===== src/hw/rtl/dlw_pkg.sv =====
`timescale 1ns / 1ps
`default_nettype none
package dlw_pkg;

  localparam logic [7:0] ESC_BYTE    = 8'h1B;
  localparam logic [7:0] NL_BYTE     = 8'h0A;
  localparam logic [7:0] SPACE_BYTE  = 8'h20;
  localparam logic [7:0] TILDE_BYTE  = 8'h7E;
  localparam logic [7:0] LBRACK_BYTE = 8'h5B;
  localparam logic [7:0] SEMI_BYTE   = 8'h3B;
  localparam logic [7:0] DIGIT0_BYTE = 8'h30;
  localparam logic [7:0] DIGIT9_BYTE = 8'h39;
  localparam logic [7:0] VIS_MAX     = 8'hFF;

  localparam logic KIND_BYTE = 1'b0;
  localparam logic KIND_EOL  = 1'b1;

  localparam logic CFG_IDX_COLS  = 1'b0;
  localparam logic CFG_IDX_LIMIT = 1'b1;

  localparam logic [7:0] COLS_RESET  = 8'd79;
  localparam logic [9:0] LIMIT_RESET = 10'd500;

  typedef struct packed {
    logic       kind;
    logic [7:0] byte_val;
    logic [9:0] count;
  } item_t;

  // Results caused by one input transfer: optional end of line, then optional item.
  typedef struct packed {
    logic       has_a;
    logic [9:0] cnt_a;
    logic       has_b;
    item_t      b;
  } entry_t;

endpackage
`default_nettype wire


===== src/hw/rtl/dlw_front.sv =====
`timescale 1ns / 1ps
`default_nettype none
module dlw_front (
  input  wire logic           clk,
  input  wire logic           rst_n,
  input  wire logic [7:0]     cols,
  input  wire logic [9:0]     lim,
  input  wire logic           accept,
  input  wire logic [7:0]     data_byte,
  input  wire logic           end_of_data,
  output dlw_pkg::entry_t     entry,
  output logic                entry_we
);
  import dlw_pkg::*;

  logic [7:0] vis_r, vis_nxt;
  logic [9:0] bu_r, bu_nxt;
  logic       esc_r, esc_nxt;
  logic       db_r, db_nxt;
  logic       bp_r, bp_nxt;

  logic       is_esc, is_nl, code_set, printable;
  logic       brk_bp, brk_lead;
  logic [7:0] v0, v1, v3;
  logic [9:0] b0, b1, b2;
  logic       esc0, esc1, esc3;
  logic       db0, db1, db2;
  logic       bp3;
  logic [7:0] ob;
  logic [10:0] b2_p1, lim_w;

  always_comb begin
    is_esc    = (data_byte == ESC_BYTE);
    is_nl     = (data_byte == NL_BYTE);
    code_set  = (data_byte == LBRACK_BYTE) || (data_byte == SEMI_BYTE) ||
                ((data_byte >= DIGIT0_BYTE) && (data_byte <= DIGIT9_BYTE));
    printable = data_byte[7] || ((data_byte >= SPACE_BYTE) && (data_byte <= TILDE_BYTE));
    lim_w     = {1'b0, lim};

    // pending break: ESC continues if it fits under the byte limit, newline is swallowed, anything else breaks first
    brk_bp = bp_r && !(is_esc && (({1'b0, bu_r} + 11'd1) < lim_w)) && !is_nl;
    v0   = brk_bp ? 8'd0  : vis_r;
    b0   = brk_bp ? 10'd0 : bu_r;
    esc0 = brk_bp ? 1'b0  : esc_r;
    db0  = brk_bp ? 1'b0  : db_r;

    db1 = (db0 || data_byte[7]) ? !db0 : db0;
    brk_lead = db1 && (b0 != 10'd0) &&
               ((({1'b0, v0} + 9'd1) >= {1'b0, cols}) || (({1'b0, b0} + 11'd2) >= lim_w));
    v1   = brk_lead ? 8'd0  : v0;
    b1   = brk_lead ? 10'd0 : b0;
    esc1 = brk_lead ? 1'b0  : esc0;
    db2  = brk_lead ? 1'b1  : db1;

    b2    = b1 + 10'd1;
    b2_p1 = {1'b0, b2} + 11'd1;

    if (is_esc) begin
      esc3 = 1'b1;
      v3   = v1;
      ob   = data_byte;
    end else if (esc1) begin
      esc3 = code_set;
      v3   = v1;
      ob   = data_byte;
    end else begin
      esc3 = 1'b0;
      v3   = (v1 == VIS_MAX) ? v1 : v1 + 8'd1;
      ob   = printable ? data_byte : SPACE_BYTE;
    end
    bp3 = ((v3 >= cols) || (b2_p1 >= lim_w)) && !(esc3 && (b2_p1 < lim_w));

    entry = '0;
    vis_nxt = vis_r;
    bu_nxt  = bu_r;
    esc_nxt = esc_r;
    db_nxt  = db_r;
    bp_nxt  = bp_r;
    if (end_of_data) begin
      entry.has_a = (bu_r != 10'd0);
      entry.cnt_a = bu_r;
      vis_nxt = '0;
      bu_nxt  = '0;
      esc_nxt = 1'b0;
      db_nxt  = 1'b0;
      bp_nxt  = 1'b0;
    end else begin
      entry.has_a      = brk_bp || brk_lead;
      entry.cnt_a      = bu_r;
      entry.has_b      = 1'b1;
      entry.b.kind     = is_nl ? KIND_EOL : KIND_BYTE;
      entry.b.byte_val = is_nl ? 8'd0 : ob;
      entry.b.count    = is_nl ? b2 : 10'd0;
      if (is_nl) begin
        vis_nxt = '0;
        bu_nxt  = '0;
        esc_nxt = 1'b0;
        db_nxt  = 1'b0;
        bp_nxt  = 1'b0;
      end else begin
        vis_nxt = v3;
        bu_nxt  = b2;
        esc_nxt = esc3;
        db_nxt  = db2;
        bp_nxt  = bp3;
      end
    end
    entry_we = accept && (entry.has_a || entry.has_b);
  end

  always_ff @(posedge clk) begin
    if (!rst_n) begin
      vis_r <= '0;
      bu_r  <= '0;
      esc_r <= 1'b0;
      db_r  <= 1'b0;
      bp_r  <= 1'b0;
    end else if (accept) begin
      vis_r <= vis_nxt;
      bu_r  <= bu_nxt;
      esc_r <= esc_nxt;
      db_r  <= db_nxt;
      bp_r  <= bp_nxt;
    end
  end

endmodule
`default_nettype wire


===== src/hw/rtl/dlw_queue.sv =====
`timescale 1ns / 1ps
`default_nettype none
module dlw_queue #(
  parameter int DEPTH = 4
) (
  input  wire logic            clk,
  input  wire logic            rst_n,
  input  wire logic            wr_en,
  input  wire dlw_pkg::entry_t wr_data,
  input  wire logic            rd_en,
  output dlw_pkg::entry_t      rd_data,
  output logic                 q_full,
  output logic                 q_empty
);
  import dlw_pkg::*;

  localparam int PTR_W = (DEPTH > 1) ? $clog2(DEPTH) : 1;
  localparam int CNT_W = $clog2(DEPTH + 1);

  entry_t             slots_r [DEPTH];
  logic [PTR_W-1:0]   wp_r, wp_nxt;
  logic [PTR_W-1:0]   rp_r, rp_nxt;
  logic [CNT_W-1:0]   cnt_r, cnt_nxt;
  logic               do_wr, do_rd;

  always_comb begin
    q_full  = (cnt_r == CNT_W'(DEPTH));
    q_empty = (cnt_r == '0);
    do_wr   = wr_en && !q_full;
    do_rd   = rd_en && !q_empty;
    rd_data = slots_r[rp_r];
    wp_nxt  = wp_r;
    rp_nxt  = rp_r;
    if (do_wr) begin
      wp_nxt = (wp_r == PTR_W'(DEPTH - 1)) ? '0 : wp_r + PTR_W'(1);
    end
    if (do_rd) begin
      rp_nxt = (rp_r == PTR_W'(DEPTH - 1)) ? '0 : rp_r + PTR_W'(1);
    end
    cnt_nxt = cnt_r;
    if (do_wr && !do_rd) begin
      cnt_nxt = cnt_r + CNT_W'(1);
    end else if (do_rd && !do_wr) begin
      cnt_nxt = cnt_r - CNT_W'(1);
    end
  end

  always_ff @(posedge clk) begin
    if (do_wr) begin
      slots_r[wp_r] <= wr_data;
    end
  end

  always_ff @(posedge clk) begin
    if (!rst_n) begin
      wp_r  <= '0;
      rp_r  <= '0;
      cnt_r <= '0;
    end else begin
      wp_r  <= wp_nxt;
      rp_r  <= rp_nxt;
      cnt_r <= cnt_nxt;
    end
  end

endmodule
`default_nettype wire


===== src/hw/rtl/dlw_back.sv =====
`timescale 1ns / 1ps
`default_nettype none
module dlw_back (
  input  wire logic            clk,
  input  wire logic            rst_n,
  input  wire dlw_pkg::entry_t head,
  input  wire logic            head_valid,
  output logic                 head_pop,
  input  wire logic            pop,
  output logic                 empty,
  output dlw_pkg::item_t       item
);
  import dlw_pkg::*;

  logic  out_vld_r, out_vld_nxt;
  item_t out_r, out_nxt;
  logic  hold_vld_r, hold_vld_nxt;
  item_t hold_r, hold_nxt;
  logic  out_free;
  item_t a_item;

  always_comb begin
    a_item.kind     = KIND_EOL;
    a_item.byte_val = 8'd0;
    a_item.count    = head.cnt_a;

    out_free     = !out_vld_r || pop;
    head_pop     = out_free && !hold_vld_r && head_valid;
    out_vld_nxt  = out_vld_r && !pop;
    out_nxt      = out_r;
    hold_vld_nxt = hold_vld_r;
    hold_nxt     = hold_r;
    if (out_free) begin
      if (hold_vld_r) begin
        out_vld_nxt  = 1'b1;
        out_nxt      = hold_r;
        hold_vld_nxt = 1'b0;
      end else if (head_valid) begin
        out_vld_nxt = 1'b1;
        if (head.has_a) begin
          out_nxt      = a_item;
          hold_vld_nxt = head.has_b;
          hold_nxt     = head.b;
        end else begin
          out_nxt = head.b;
        end
      end
    end
    empty = !out_vld_r;
    item  = out_r;
  end

  always_ff @(posedge clk) begin
    out_r  <= out_nxt;
    hold_r <= hold_nxt;
  end

  always_ff @(posedge clk) begin
    if (!rst_n) begin
      out_vld_r  <= 1'b0;
      hold_vld_r <= 1'b0;
    end else begin
      out_vld_r  <= out_vld_nxt;
      hold_vld_r <= hold_vld_nxt;
    end
  end

endmodule
`default_nettype wire


===== src/hw/rtl/ansi_dbcs_line_wrapper.sv =====
`timescale 1ns / 1ps
`default_nettype none
// Channel   Ports                                               Transfer
// input     in_data_byte, in_end_of_data                        push && !full
// result    out_item_kind, out_out_byte, out_line_byte_count    pop && !empty
// config    cfg_index, cfg_data                                 cfg_we
//
// One input byte per cycle while full is low; the front decodes it in the cycle it is taken.
// The result side gives one result per cycle while pop is high: an input that causes a break
// and a byte gives two results, and QUEUE_DEPTH entries between the two sides absorb such
// bursts. A result passes through the queue and then the output register of the back.
// Reset sets columns to 79 and the byte limit to 500.
module ansi_dbcs_line_wrapper #(
  parameter int QUEUE_DEPTH = 4
) (
  input  wire logic       clk,
  input  wire logic       rst_n,
  input  wire logic       push,
  output logic            full,
  input  wire logic [7:0] in_data_byte,
  input  wire logic       in_end_of_data,
  output logic            empty,
  input  wire logic       pop,
  output logic            out_item_kind,
  output logic [7:0]      out_out_byte,
  output logic [9:0]      out_line_byte_count,
  input  wire logic       cfg_we,
  input  wire logic       cfg_index,
  input  wire logic [9:0] cfg_data
);
  import dlw_pkg::*;

  logic [7:0] cols_r;
  logic [9:0] lim_r;
  logic       accept;
  entry_t     fe_entry;
  logic       fe_we;
  entry_t     q_head;
  logic       q_full, q_empty, q_pop;
  item_t      res;

  always_ff @(posedge clk) begin
    if (!rst_n) begin
      cols_r <= COLS_RESET;
      lim_r  <= LIMIT_RESET;
    end else if (cfg_we) begin
      unique case (cfg_index)
        CFG_IDX_COLS:  cols_r <= cfg_data[7:0];
        CFG_IDX_LIMIT: lim_r  <= cfg_data;
        default: ;
      endcase
    end
  end

  assign full   = q_full;
  assign accept = push && !q_full;

  dlw_front u_front (
    .clk         (clk),
    .rst_n       (rst_n),
    .cols        (cols_r),
    .lim         (lim_r),
    .accept      (accept),
    .data_byte   (in_data_byte),
    .end_of_data (in_end_of_data),
    .entry       (fe_entry),
    .entry_we    (fe_we)
  );

  dlw_queue #(
    .DEPTH (QUEUE_DEPTH)
  ) u_queue (
    .clk     (clk),
    .rst_n   (rst_n),
    .wr_en   (fe_we),
    .wr_data (fe_entry),
    .rd_en   (q_pop),
    .rd_data (q_head),
    .q_full  (q_full),
    .q_empty (q_empty)
  );

  dlw_back u_back (
    .clk        (clk),
    .rst_n      (rst_n),
    .head       (q_head),
    .head_valid (!q_empty),
    .head_pop   (q_pop),
    .pop        (pop),
    .empty      (empty),
    .item       (res)
  );

  assign out_item_kind       = res.kind;
  assign out_out_byte        = res.byte_val;
  assign out_line_byte_count = res.count;

endmodule
`default_nettype wire


===== config.mk =====
export PLATFORM = sky130hd
export DESIGN_NAME = ansi_dbcs_line_wrapper
export DESIGN_NICKNAME = d
export VERILOG_FILES = /design/src/hw/rtl/dlw_pkg.sv /design/src/hw/rtl/dlw_front.sv /design/src/hw/rtl/dlw_queue.sv /design/src/hw/rtl/dlw_back.sv /design/src/hw/rtl/ansi_dbcs_line_wrapper.sv
export SDC_FILE = /design/constraint.sdc
export NUM_CORES = 1
export LEC_CHECK = 0
export ABC_AREA = 1
export BUFFER_PORTS_ARGS = -buffer_cell sky130_fd_sc_hd__buf_2
export CELL_PAD_IN_SITES_DETAIL_PLACEMENT = 0
export CELL_PAD_IN_SITES_GLOBAL_PLACEMENT = 2
export CORE_MARGIN = 2
export CORE_UTILIZATION = 43
export CTS_CLUSTER_SIZE = 12
export DETAILED_ROUTE_END_ITERATION = 8
export GPL_ROUTABILITY_DRIVEN = 0
export PLACE_DENSITY = 0.92
export RECOVER_POWER = 50
export SLEW_MARGIN = 10
export SYNTH_ARGS = -nofsm -noshare
export SYNTH_HDL_FRONTEND = slang
export SYNTH_HIERARCHICAL = 1
export SYNTH_SLANG_ARGS = --single-unit

===== constraint.sdc =====
create_clock -name clk -period 22.6 [get_ports clk]
set_input_delay 4.52 -clock clk [delete_from_list [all_inputs] [get_ports clk]]
set_output_delay 4.52 -clock clk [all_outputs]
set_load 0.05 [all_outputs]

Word-level counts from Yosys, hierarchy flattened
Memory sizes are Yosys's and may differ from the RTL's. A register that Yosys moved wholly into a read port is not among the register bits.
Index checks and enable logic that the tools add are counted.
Storage, ports and cells
  bits in registers: 86
  memory bits (writable): 124
  input bits: 25
  output and inout port bits: 21
  word-level logic and storage cells: 146
  memories kept: 1
Memory list
  u_queue.slots_r: words 4, width 31, read ports 1, clocked after Yosys merged registers in 1, wr ports 1, line dlw_queue.sv:20  | entry_t slots_r [DEPTH];
Cells by class
  add/sub/neg operators: 10
  order comparisons: 10
  eq/ne operators: 9
  muxes and demuxes: 49
  bitwise gates (word level): 3
  reductions and logical operators: 46
Operators by type and width (number)
  2-to-1 mux 8 bit: 11
  2-to-1 mux 19 bit: 3
  2-to-1 mux 10 bit: 5
  adder 10 x 1 -> 11 bit, second input constant: 2
  greater-or-equal comparator 11 x 10 -> 1 bit: 2
  less-than comparator 11 x 10 -> 1 bit: 2
  2-to-1 mux 1 bit: 22
  2-to-1 mux 20 bit: 1
  nonzero test 10 bit: 2
  logical AND 1 bit: 18
  greater-or-equal comparator 8 x 6 -> 1 bit, second input constant: 2
  adder 10 x 2 -> 11 bit, second input constant: 1
  logical NOT 1 bit: 11
  2-to-1 mux 11 bit: 1
  adder 10 x 1 -> 10 bit, second input constant: 1
  adder 8 x 1 -> 9 bit, second input constant: 1
  greater-or-equal comparator 9 x 8 -> 1 bit: 1
  logical OR 1 bit: 9
  adder 8 x 1 -> 8 bit, second input constant: 1
  == test 8 x 4 -> 1 bit, second input constant: 1
  == test 8 x 5 -> 1 bit, second input constant: 1
  == test 8 x 6 -> 1 bit, second input constant: 1
  == test 8 x 7 -> 1 bit, second input constant: 1
  == test 8 bit, second input constant: 1
  other kinds (16): 26

Logic depth before layout (Yosys ltp)
Gate-level depths: netlist of run 1.
  depth in word-level cells: 23
  depth in mapped cells: 57
  mapped depth without buffers: 53

Modules after synthesis
The synthesis of run 1 kept the hierarchy.
By module, submodules not included
  dlw_queue: times used 1, cells each 372, area an instance 5141.2 µm², seq. area each 3903.7 µm²
  dlw_front: times used 1, cells each 604, area an instance 3613.5 µm², seq. area each 420.4 µm²
  dlw_back: times used 1, cells each 116, area an instance 1657.8 µm², seq. area each 1181.1 µm²
  ansi_dbcs_line_wrapper: times used 1, cells each 91, area an instance 685.7 µm², seq. area each 360.3 µm²

Worst setup path before layout of run 1
Ideal clock, no wire load.
  path kind: input to register
  start point: in in_data_byte[2]
  end point: reg u_front.bp_r
  library setup time: 0.132 ns
  data arrival time: 10.170 ns
  data required time: 22.468 ns
  path slack: 12.297 ns
  stages: 50
  buffers on the path: 4
  path through: inv_1 -> nand4_1 -> nor2_2 -> nand3_1 -> nor2_2 -> nand2_2 -> nand2_4 -> buf_8 -> inv_2 -> buf_2 -> nor2_1 -> ha_1 -> nand3_1 -> nor2_1 -> nand2_1 -> nor3_1 -> xor2_1 -> inv_1 -> (+14 left out) -> nand3_1 -> buf_2 -> nand3_1 -> nand2_1 -> ha_1 -> inv_1 -> a21boi_0 -> o21a_1 -> o21ai_0 -> nand2_1 -> a21oi_1 -> o21bai_1 -> a21oi_1 -> o211ai_1 -> nand3_1 -> nand2_1 -> a21oi_1 -> a21oi_1
Between the ends
  longest elaborated chain between the ends: 20
  elaborated cells between the ends (all ways): 50
  those cells by class: 5 x add/sub; 7 x order compare; 5 x eq/ne; 15 x mux; 18 x reduce/logical
Ends and longest elaborated chain
  start, declared: line ansi_dbcs_line_wrapper.sv:20  | input wire logic [7:0] in_data_byte,
  parallel branches: the longest is 18 deep, another holds adder 10 x 2 -> 11 bit
  2-to-1 mux 1 bit *: line dlw_front.sv:94  | if (is_nl) begin
  2-to-1 mux 1 bit *: line dlw_front.sv:79  | if (end_of_data) begin
  end signal, assigned: line dlw_front.sv:123  | bp_r <= bp_nxt;
  end, declared: line dlw_front.sv:20  | logic bp_r, bp_nxt;
Every way passes the cells marked *.
A chain may end at the register's enable or synchronous reset.

Final worst setup path of run 1
  start point: in in_data_byte[7]
  end point: reg u_front.bp_r
The elaborated chain is that of the path after synthesis.

==> summary.txt, run 1 <==
Power
  – Combinational share of power: 0.293
  – Net Sw Frac: 0.352
  – Sequential share of power: 0.419
  – NetSw: 445 µW
  – Int Power: 820 µW
  – Peak supply drop: 0.114 mV
  – LEAKAGE: 0.00501 µW
  – Power Density: 104 mW/mm²
  – Clock share of power: 0.288

Detailed routing
  – Post-route ant nets: 0
  – First drt pass iteration count: 5
  – First-iteration detailed-routing DRC count: 503
  – Via density: 5.10
  – Drt drc: 0
  – Final wirelength: 25.4 mm
  – Routed WL per cell: 16.2 µm
  – Via count: 7998

Placed design
  – Hpwl dp: 17.9 mm
  – Buffers on Ports: 45

Status
  – Failing checks: capacitance limit, slew limit
  – Status: complete, but fails checks

CTS
  – Clk slew on worst S/H paths: 0.06 ns
  – # hold bufs at CTS: 0
  – Clk buf depth: 3
  – H-Tree Depth: 1
  – Post-cts repair resize count: 0
  – CTS tree: done
  – Clock Sinks: 212
  – CTS root buffer: clkbuf_16
  – Inserted Clock Buffers: 24
  – Post-CTS Repair Setup Buffers: 0
  – Clock Latency Late Sink: 0.52 ns

Yosys
  – Synth Area in Compound Gates: 0.112
  – Combinational family with the most area after synthesis: simple AND/OR/NAND/NOR gates
  – Synth Area in XOR/XNOR: 0.0227
  – Post-Synthesis Cells: 1183
  – Syn Area/Cell: 9.38 µm²
  – Post-synthesis sequential area ratio: 0.529
  – Net Count, Synth: 1268
  – Post-synth top area share: 0.438
  – Synthesized area: 0.0111 mm²
  – Post-Synth Simple-Gate Area: 0.186
  – FF+latch count, synth: 212
  – Yosys top cell by area: edfxtp_1
  – Top cells by area, synth: edfxtp_1, dfxtp_1, ha_1, nor2_1, nand2_1
  – Synth Area in Adders: 0.0683
  – Synth cell types: 48
  – Yosys warns: 6
  – Post-synthesis mux area share: 0

Timing
  – Final Setup Violations: 0
  – Fin crit period: 11.14 ns
  – Setup TNS Final: 0 ns
  – RSZ-0062 raised after global routing: no
  – Crit share post-route: 0.493
  – Least-Margin Pin Slew: 2.52 ns
  – Final Hold Violating Endpoints: 0
  – Clock skew: 0.00865 ns
  – Max Fclk: 89.8 MHz
  – Relative slew slack: -0.680
  – Slew Limit Fails: 243

Setup path
  – Critical Path RT: 22.97 ns
  – Type of origin of the critical path: input pin
  – FF-to-FF Start: u_front/bu_r[0]
  – R2R setup slack: 14.09 ns
  – Critical Path Start: in_data_byte[7]
  – Worst Setup End Kind: register
  – Crit Path Max Fanout: 18
  – Critical Path Max Stage Delay: 0.38 ns
  – Worst EP arrival: 11.51 ns
  – Setup Crit Path Kind: in2reg
  – Crit-path slowest cell: nor3_1

Job
  – Max-cap violations: 6

Floorplanning
  – Row count: 58
  – Area of the core: 0.0253 mm²
  – Die Y-Extent: 165 µm
  – # IOs: 46
  – Die ar.: 0.0271 mm²
  – Die W: 165 µm
  – Starting density of the core: 0.439

Cells and area
  – Layout cell share with drive strength beyond 1: 0.0929
  – Final nets: 1306
  – Area Overhead vs Synth: 9.47%
  – Final design utilization: 0.481
  – Antenna diodes: 0
  – Number of fillers in the final layout: 2436

Global routing
  – Overall Global Routing Usage: 0.190
  – Pin count of the biggest net entering global routing: 64
  – GR Overflow Total: 0
  – First-pass GRT wire length: 40.3 mm
  – Number of global-route vias before repair: 7732
  – Initial antenna violation count: 0

Worst hold path
  – Worst min-delay path class: reg2reg
  – HP Start: cols_r[1]
==> metal layers <==
layer	GRT usage	wire length, µm	up-vias
met5	0	0	-
met4	0.0506	644	0
met3	0.0251	955	43
met2	0.337	12400	162
met1	0.246	11300	3697
li1	-	-	4096
==> critical path, delay by kind of cell <==
kind,cells,cell delay (ns)
XOR/XNOR,1,0.17
AO/OA/AOI/OAI,10,1.22
AND/OR/NAND/NOR,25,3.91
buffers and inverters,6,0.72
adder cells (fa/ha/maj),4,0.93
==> power by group through the flow <==
stage                     combinational (µW)  clock [µW]  sequential [µW]
after floorplan                          252           0              598
after global placement                   385           0              534
after detailed placement                 391           0              536
after CTS                                392         373              528
after global routing                     409         388              537
final                                    370         364              530
==> through the flow <==
stage / setup slack (ns) / power (µW) / std cells / hold slack, ns / cell area (µm²)
finish: 11.46 / 1260 / 1568 / 0.457 / 12100
CTS: 11.56 / 1290 / 1568 / 0.458 / 12200
detailed placement: 11.05 / 927 / 1525 / 0.443 / 11500
global placement: 11.23 / 919 / 1525 / 0.445 / 11500
floorplan: 12.30 / 850 / 1183 / 0.429 / 11100
global route: 10.64 / 1330 / 1568 / 0.480 / 12100
==> logic make-up (layout without fill, tap and decap cells) <==
family / after synthesis / count (layout)
DFF: 212 / 212
and+or+nand+nor: 479 / 479
buffers and inverters: 193 / 248
adders and majority gates: 60 / 60
AOI/OAI and AO/OA: 212 / 212
xor gates and xnor gates: 27 / 27
==> layout make-up <==
type / instances / area [µm²] / area share
Sequential cell: 212 / 5870 / 0.483
Multi-Input combinational cell: 778 / 4310 / 0.354
Clock buffer: 33 / 654 / 0.0539
Inverter: 148 / 557 / 0.0458
Tap cell: 330 / 413 / 0.0340
Timing Repair Buffer: 57 / 259 / 0.0213
Clock inverter: 10 / 92.6 / 0.00762
==> sequential cells by signal (all words and copies together) (netlist names), named ones only <==
signal,flops
lim_r,10
u_front/bp_r,1
u_queue/slots_r,124
cols_r,8
u_front/bu_r,10
u_queue/wp_r,2
u_back/item,19
u_back/out_vld_r,1
u_back/hold_r,19
u_queue/cnt_r,3
u_front/db_r,1
u_front/esc_r,1
u_front/vis_r,8
u_queue/rp_r,2
u_back/hold_vld_r,1
==> synthesized netlist by cell type, drive strengths merged <==
cell type and instances:
a21boi 2, o21a 3, and2 1, o21bai 1, dfxtp 50, clkbuf 7, o21ai 89, o41ai 1
a22o 8, o22ai 32, ha 59, nand3b 3, o221ai 2, a211oi 2, nand2 183, o211ai 2
clkinv 1, xor2 20, a21oi 65, nor2 194, buf 38, o31ai 2, nand3 63, edfxtp 162
nand4 22, inv 147, a31oi 2, fa 1, nor4 3, xnor2 7, a211o 1, nor3 10
==> worst paths after layout <==
| path | cells past startpoint | end |
|---|---|---|
| min reg2reg | 2 | cols_r[1] |
| max reg2reg | 52 | u_front/bp_r |
| max | 46 | u_front/bp_r |
| min | 2 | cols_r[1] |
==> cells in the final DEF, fill, tap and decap left out, types with 3 or more instances in the layout <==
master	count
buf_4	5
a22o_1	8
clkbuf_16	24
nand2_2	5
nand4_1	21
o21ai_1	21
inv_2	11
a21oi_2	11
nand2_1	176
ha_1	59
nor2_2	16
nand3_1	60
clkinv_1	3
clkinv_2	3
nand3_2	3
xor2_1	18
a21oi_1	54
nand3b_1	3
o21a_1	3
nor3_1	10
edfxtp_1	162
o21ai_0	68
inv_1	135
o22ai_1	32
buf_2	21
dfxtp_1	49
nor2_1	177
xnor2_1	7
clkbuf_1	38
Note: power is estimated with default switching activity, not from simulation.
==> run 2: changes to the inputs <==
CORE_UTILIZATION = 36   (was 43)
PLACE_DENSITY = 0.83   (was 0.92)
clock period = 9.7 ns   (was 22.6 ns; I/O delays follow)
==> summary.txt, run 2 (synthesis results as in run 1) <==
Worst hold path
  – HP Start: cols_r[3]
  – Hold Path Cell Cnt: 2
  – Worst hold path endpoint: cols_r[3]
  – Worst min-delay path class: reg2reg

CTS
  – Clk slew on worst S/H paths: 0.06 ns
  – Post-CTS Repair Setup Buffers: 0
  – H-Tree Depth: 1
  – Clock Sinks: 212
  – # hold bufs at CTS: 0
  – Post-cts repair resize count: 0
  – Clk buf depth: 3
  – CTS tree: done
  – Inserted Clock Buffers: 24
  – CTS root buffer: clkbuf_16
  – Clock Latency Late Sink: 0.53 ns

Detailed routing
  – First drt pass iteration count: 5
  – Via density: 4.90
  – Drt drc: 0
  – Final wirelength: 25.8 mm
  – First-iteration detailed-routing DRC count: 446
  – Routed WL per cell: 15.8 µm
  – Post-route ant nets: 0
  – Via count: 8004

Timing
  – Post-route setup slack: 1.14 ns
  – Max Fclk: 117 MHz
  – Crit share post-route: 0.883
  – Slew Limit Fails: 243
  – Clock skew: 0.0234 ns
  – Final Setup Violations: 0
  – Fin crit period: 8.56 ns
  – RSZ-0062 raised after global routing: no
  – Final Hold Violating Endpoints: 0
  – Relative slew slack: -0.717
  – Setup TNS Final: 0 ns
  – Least-Margin Pin Slew: 2.58 ns

Global routing
  – Initial antenna violation count: 0
  – Pin count of the biggest net entering global routing: 64
  – First-pass GRT wire length: 41.5 mm
  – Number of global-route vias before repair: 7818
  – Overall Global Routing Usage: 0.159
  – GR Overflow Total: 0

Cells and area
  – Most frequent cells in the layout: nor2_1, nand2_1, edfxtp_1
  – Fin cells: 1635
  – Most flops, register: u_queue/slots_r
  – Final design utilization: 0.402
  – Final Cell Area: 0.0123 mm²
  – Multi-input gate area: 0.00432 mm²
  – Area Overhead vs Synth: 10.6%
  – Antenna diodes: 0
  – Max reg flops: 124
  – Register area: 0.00587 mm²
  – Layout cell share with drive strength beyond 1: 0.0960
  – Final nets: 1306
  – Number of fillers in the final layout: 3020
  – Commonest non-fill, non-tap cell in the layout: nor2_1

Setup path
  – Crit-path slowest cell: nor3_1
  – Delay-heaviest family, CP: simple AND/OR/NAND/NOR gates
  – Setup Crit Path Kind: in2reg
  – Worst Setup End Kind: register
  – R2R setup slack: 1.17 ns
  – R2R depth: 52
  – Buf+Inv Stages, Crit Path: 6
  – Critical Path RT: 10.06 ns
  – Worst EP arrival: 8.92 ns
  – FF-to-FF Start: u_front/bu_r[0]
  – Type of origin of the critical path: input pin
  – R2r endpoint: u_front/bp_r
  – Crit Path Max Fanout: 18
  – Critical Path Max Stage Delay: 0.34 ns

Job
  – Max-cap violations: 6

Floorplanning
  – # IOs: 46
  – Starting density of the core: 0.364
  – Row count: 64
  – Die Y-Extent: 180 µm
  – Area of the core: 0.0305 mm²
  – Die ar.: 0.0322 mm²
  – Die W: 180 µm

Placed design
  – Hpwl dp: 18.2 mm
  – Placed Cells: 1591
  – DP Area: 0.0116 mm²
  – Post-place setup slack: 0.695 ns
  – Buffers on Ports: 45

Power
  – LEAKAGE: 0.00507 µW
  – Power Density: 243 mW/mm²
  – Peak supply drop: 0.125 mV

Status
  – Status: complete, but fails checks
  – Failing checks: capacitance limit, slew limit
run 2: changes by cell type in the layout (fill, tap and decap cells not counted), sizes merged:
cell,previous run,this run
bufinv,1,2
inv,146,147
buf,26,28
clkbuf,64,65
clkinv,8,4
run 2: worst min-delay path, stage by stage (launching register included):
cell and delay (ns):
dfxtp_1 0.32, nand2_1 0.06, nand3_1 0.05
run 2: layout make-up:
class	count	share of cell area
Clock inverter	8	0.00887
Sequential cell	212	0.478
Multi-Input combinational cell	778	0.352
Tap cell	396	0.0404
Inverter	148	0.0454
Timing Repair Buffer	57	0.0215
Clock buffer	36	0.0542
run 2: worst max path at each step:
stage	slack [ns]	to	startpoint	depth (start not counted)
2_1_floorplan	1.98	u_front/bp_r	in_data_byte[2]	50
3_3_place_gp	0.98	u_front/bp_r	in_data_byte[7]	48
3_5_place_dp	0.69	u_front/bp_r	in_data_byte[7]	46
4_1_cts	1.20	u_front/bp_r	u_front/bu_r[0]	52
5_1_grt	0.21	u_front/bp_r	u_front/bu_r[0]	51
6_report	1.14	u_front/bp_r	in_data_byte[7]	46
run 2: report_power, final:
part	total (µW)	internal, µW	switching, µW
Combinational	868	226	642
Clock	881	529	352
Sequential	1230	1190	42.5
Total	2980	1950	1040
run 2: metal layers:
layer  vias up  global-route usage  share of wire
met1      3726               0.206           0.45
met2       139               0.278           0.48
met3        43              0.0233          0.042
met5         -                   0              0
met4         0              0.0403          0.023
li1       4096                   -              -
run 2: through the flow:
step / hold slack, ns / power, µW
finish: 0.459 / 2980
global route: 0.494 / 3160
CTS: 0.466 / 3050
global placement: 0.448 / 2150
floorplan: 0.429 / 1980
detailed placement: 0.451 / 2160
==> run 3: changes to the inputs <==
RECOVER_POWER = 100   (was 50)
clock period = 7 ns   (was 9.7 ns; I/O delays follow)
==> summary.txt, run 3 (synthesis results as in run 1) <==
Timing
  – Crit share post-route: 0.962
  – Least-Margin Pin Slew: 1.04 ns
  – Max Fclk: 149 MHz
  – RSZ-0062 raised after global routing: yes
  – Fin crit period: 6.73 ns
  – Worst hold slack: 0.459 ns
  – Final Setup Violations: 0
  – Slew Limit Fails: 0
  – Relative slew slack: 0.303
  – Clock skew: 0.0116 ns
  – Final Hold Violating Endpoints: 0
  – Post-route setup slack: 0.268 ns

Global routing
  – Number of global-route vias before repair: 8176
  – Overall Global Routing Usage: 0.166
  – Initial antenna violation count: 0
  – Pin count of the biggest net entering global routing: 64
  – First-pass GRT wire length: 43.6 mm
  – GR Overflow Total: 0

CTS
  – Clk buf depth: 3
  – Clock Sinks: 212
  – Inserted Clock Buffers: 24
  – H-Tree Depth: 1
  – Clock Latency Late Sink: 0.53 ns
  – CTS tree: done
  – Clk slew on worst S/H paths: 0.06 ns
  – CTS root buffer: clkbuf_16

Detailed routing
  – First-iteration detailed-routing DRC count: 427
  – First drt pass iteration count: 4
  – Routed met2 length: 13.4 mm
  – Drt drc: 0
  – Via count: 8443
  – Final wirelength: 27.2 mm
  – Met3 Routed Length: 898 µm
  – Wl on met1: 12.5 mm
  – Routed WL per cell: 15.6 µm
  – Max Used Layer: met4
  – Via density: 4.83
  – Post-route ant nets: 0

Setup path
  – Critical path depth: 49
  – Delay-heaviest family, CP: simple AND/OR/NAND/NOR gates
  – Crit-path slowest cell: dfxtp_4
  – Setup Crit Path Kind: reg2reg
  – R2R setup slack: 0.27 ns
  – Critical Path RT: 7.44 ns
  – R2R depth: 49
  – Buf+Inv Stages, Crit Path: 8
  – Crit Path Max Fanout: 4
  – Critical Path Max Stage Delay: 0.37 ns
  – Type of origin of the critical path: register
  – Worst Setup End Kind: register
  – Most used cell along the critical path: nand2_1
  – R2r endpoint: u_front/bp_r
  – Worst EP arrival: 7.18 ns
  – FF-to-FF Start: u_front/bu_r[1]

Job
  – Max-cap violations: 0

Floorplanning
  – Die ar.: 0.0322 mm²
  – Area of the core: 0.0305 mm²
  – Die Y-Extent: 180 µm
  – # IOs: 46
  – Row count: 64
  – Die W: 180 µm
  – Starting density of the core: 0.364

Cells and area
  – Antenna diodes: 0
  – Fin cells: 1749
  – Most flops, register: u_queue/slots_r
  – Layout cell share with drive strength beyond 1: 0.240
  – Area Overhead vs Synth: 22.1%
  – Final nets: 1420
  – Max reg flops: 124
  – Most frequent cells in the layout: nand2_1, nor2_1, edfxtp_1
  – Commonest non-fill, non-tap cell in the layout: nand2_1

Placed design
  – Hpwl dp: 19.4 mm
  – Placed Cells: 1697
  – Post-place setup slack: -0.346 ns
  – Buffers on Ports: 45

Worst hold path
  – HP Start: cols_r[1]
  – Worst hold path endpoint: cols_r[1]
  – Worst min-delay path class: reg2reg
  – Hold Path Cell Cnt: 2

Power
  – Power Density: 309 mW/mm²
  – Design Power: 4190 µW
  – LEAKAGE: 0.00570 µW
  – Peak supply drop: 0.172 mV

Status
  – Status: finished, final reports clean
[run 3: cell count changes in the layout (fill, tap and decap cells not counted), moves of 13 or more]
cell and delta:
nor2_1 -13, o21ai_0 -27, clkbuf_1 -24, buf_4 +112, buf_2 +23, o21ai_1 +26
[run 3: layout make-up]
type	instances	area [µm²]
multi-input combinational	778	4660
timing repair buffer	171	1170
tap	396	495
fill	2955	17000
inverter	148	576
sequential	212	5880
clock inverter	6	76.3
clock buffer	38	694
[run 3: report_power, final]
group / switching (µW) / internal, µW / total, µW
Combinational: 916 / 365 / 1280
Sequential: 56.2 / 1640 / 1700
Clock: 488 / 721 / 1210
[run 3: worst max path at each step]
stage	slack, ns	to	startpoint
after floorplan	0.01	u_front/bp_r	in_data_byte[7]
after global placement	-0.20	u_front/bp_r	in_data_byte[7]
after detailed placement	-0.35	u_front/bp_r	in_data_byte[7]
after CTS	0.02	u_front/bp_r	u_front/bu_r[1]
after global routing	-0.22	u_front/bp_r	u_front/bu_r[1]
final	0.27	u_front/bp_r	u_front/bu_r[1]
[run 3: repair_timing]
| action | in CTS | in global routing |
|---|---|---|
| pin swaps | 4 | 47 |
| buffers inserted | 0 | 8 |
| gates resized for setup | 5 | 75 |
| hold buffers | 0 | 0 |
| endpoints found under the setup margin | 1 | 1 |
| cloned | 0 | 0 |
[run 3: metal layers]
| layer | up-vias | GRT usage |
|---|---|---|
| met5 | - | 0 |
| met4 | 0 | 0.0371 |
| met3 | 30 | 0.0217 |
| met2 | 139 | 0.288 |
| met1 | 3951 | 0.222 |
| li1 | 4323 | - |
[run 3: tightest hold or removal path, stage by stage, from the launching register on]
cell and delay [ns]:
dfxtp_1 0.32, nand2_1 0.05, nand3_1 0.05
[run 3: through the flow]
stage          instance area, µm²   util  TNS, ns
6_report                    13600  0.444        0
5_1_grt                     13600  0.444   -0.221
4_1_cts                     13200  0.433        0
3_5_place_dp                12400  0.408   -0.346
3_3_place_gp                12400  0.408   -0.202
2_1_floorplan               11200      -        0
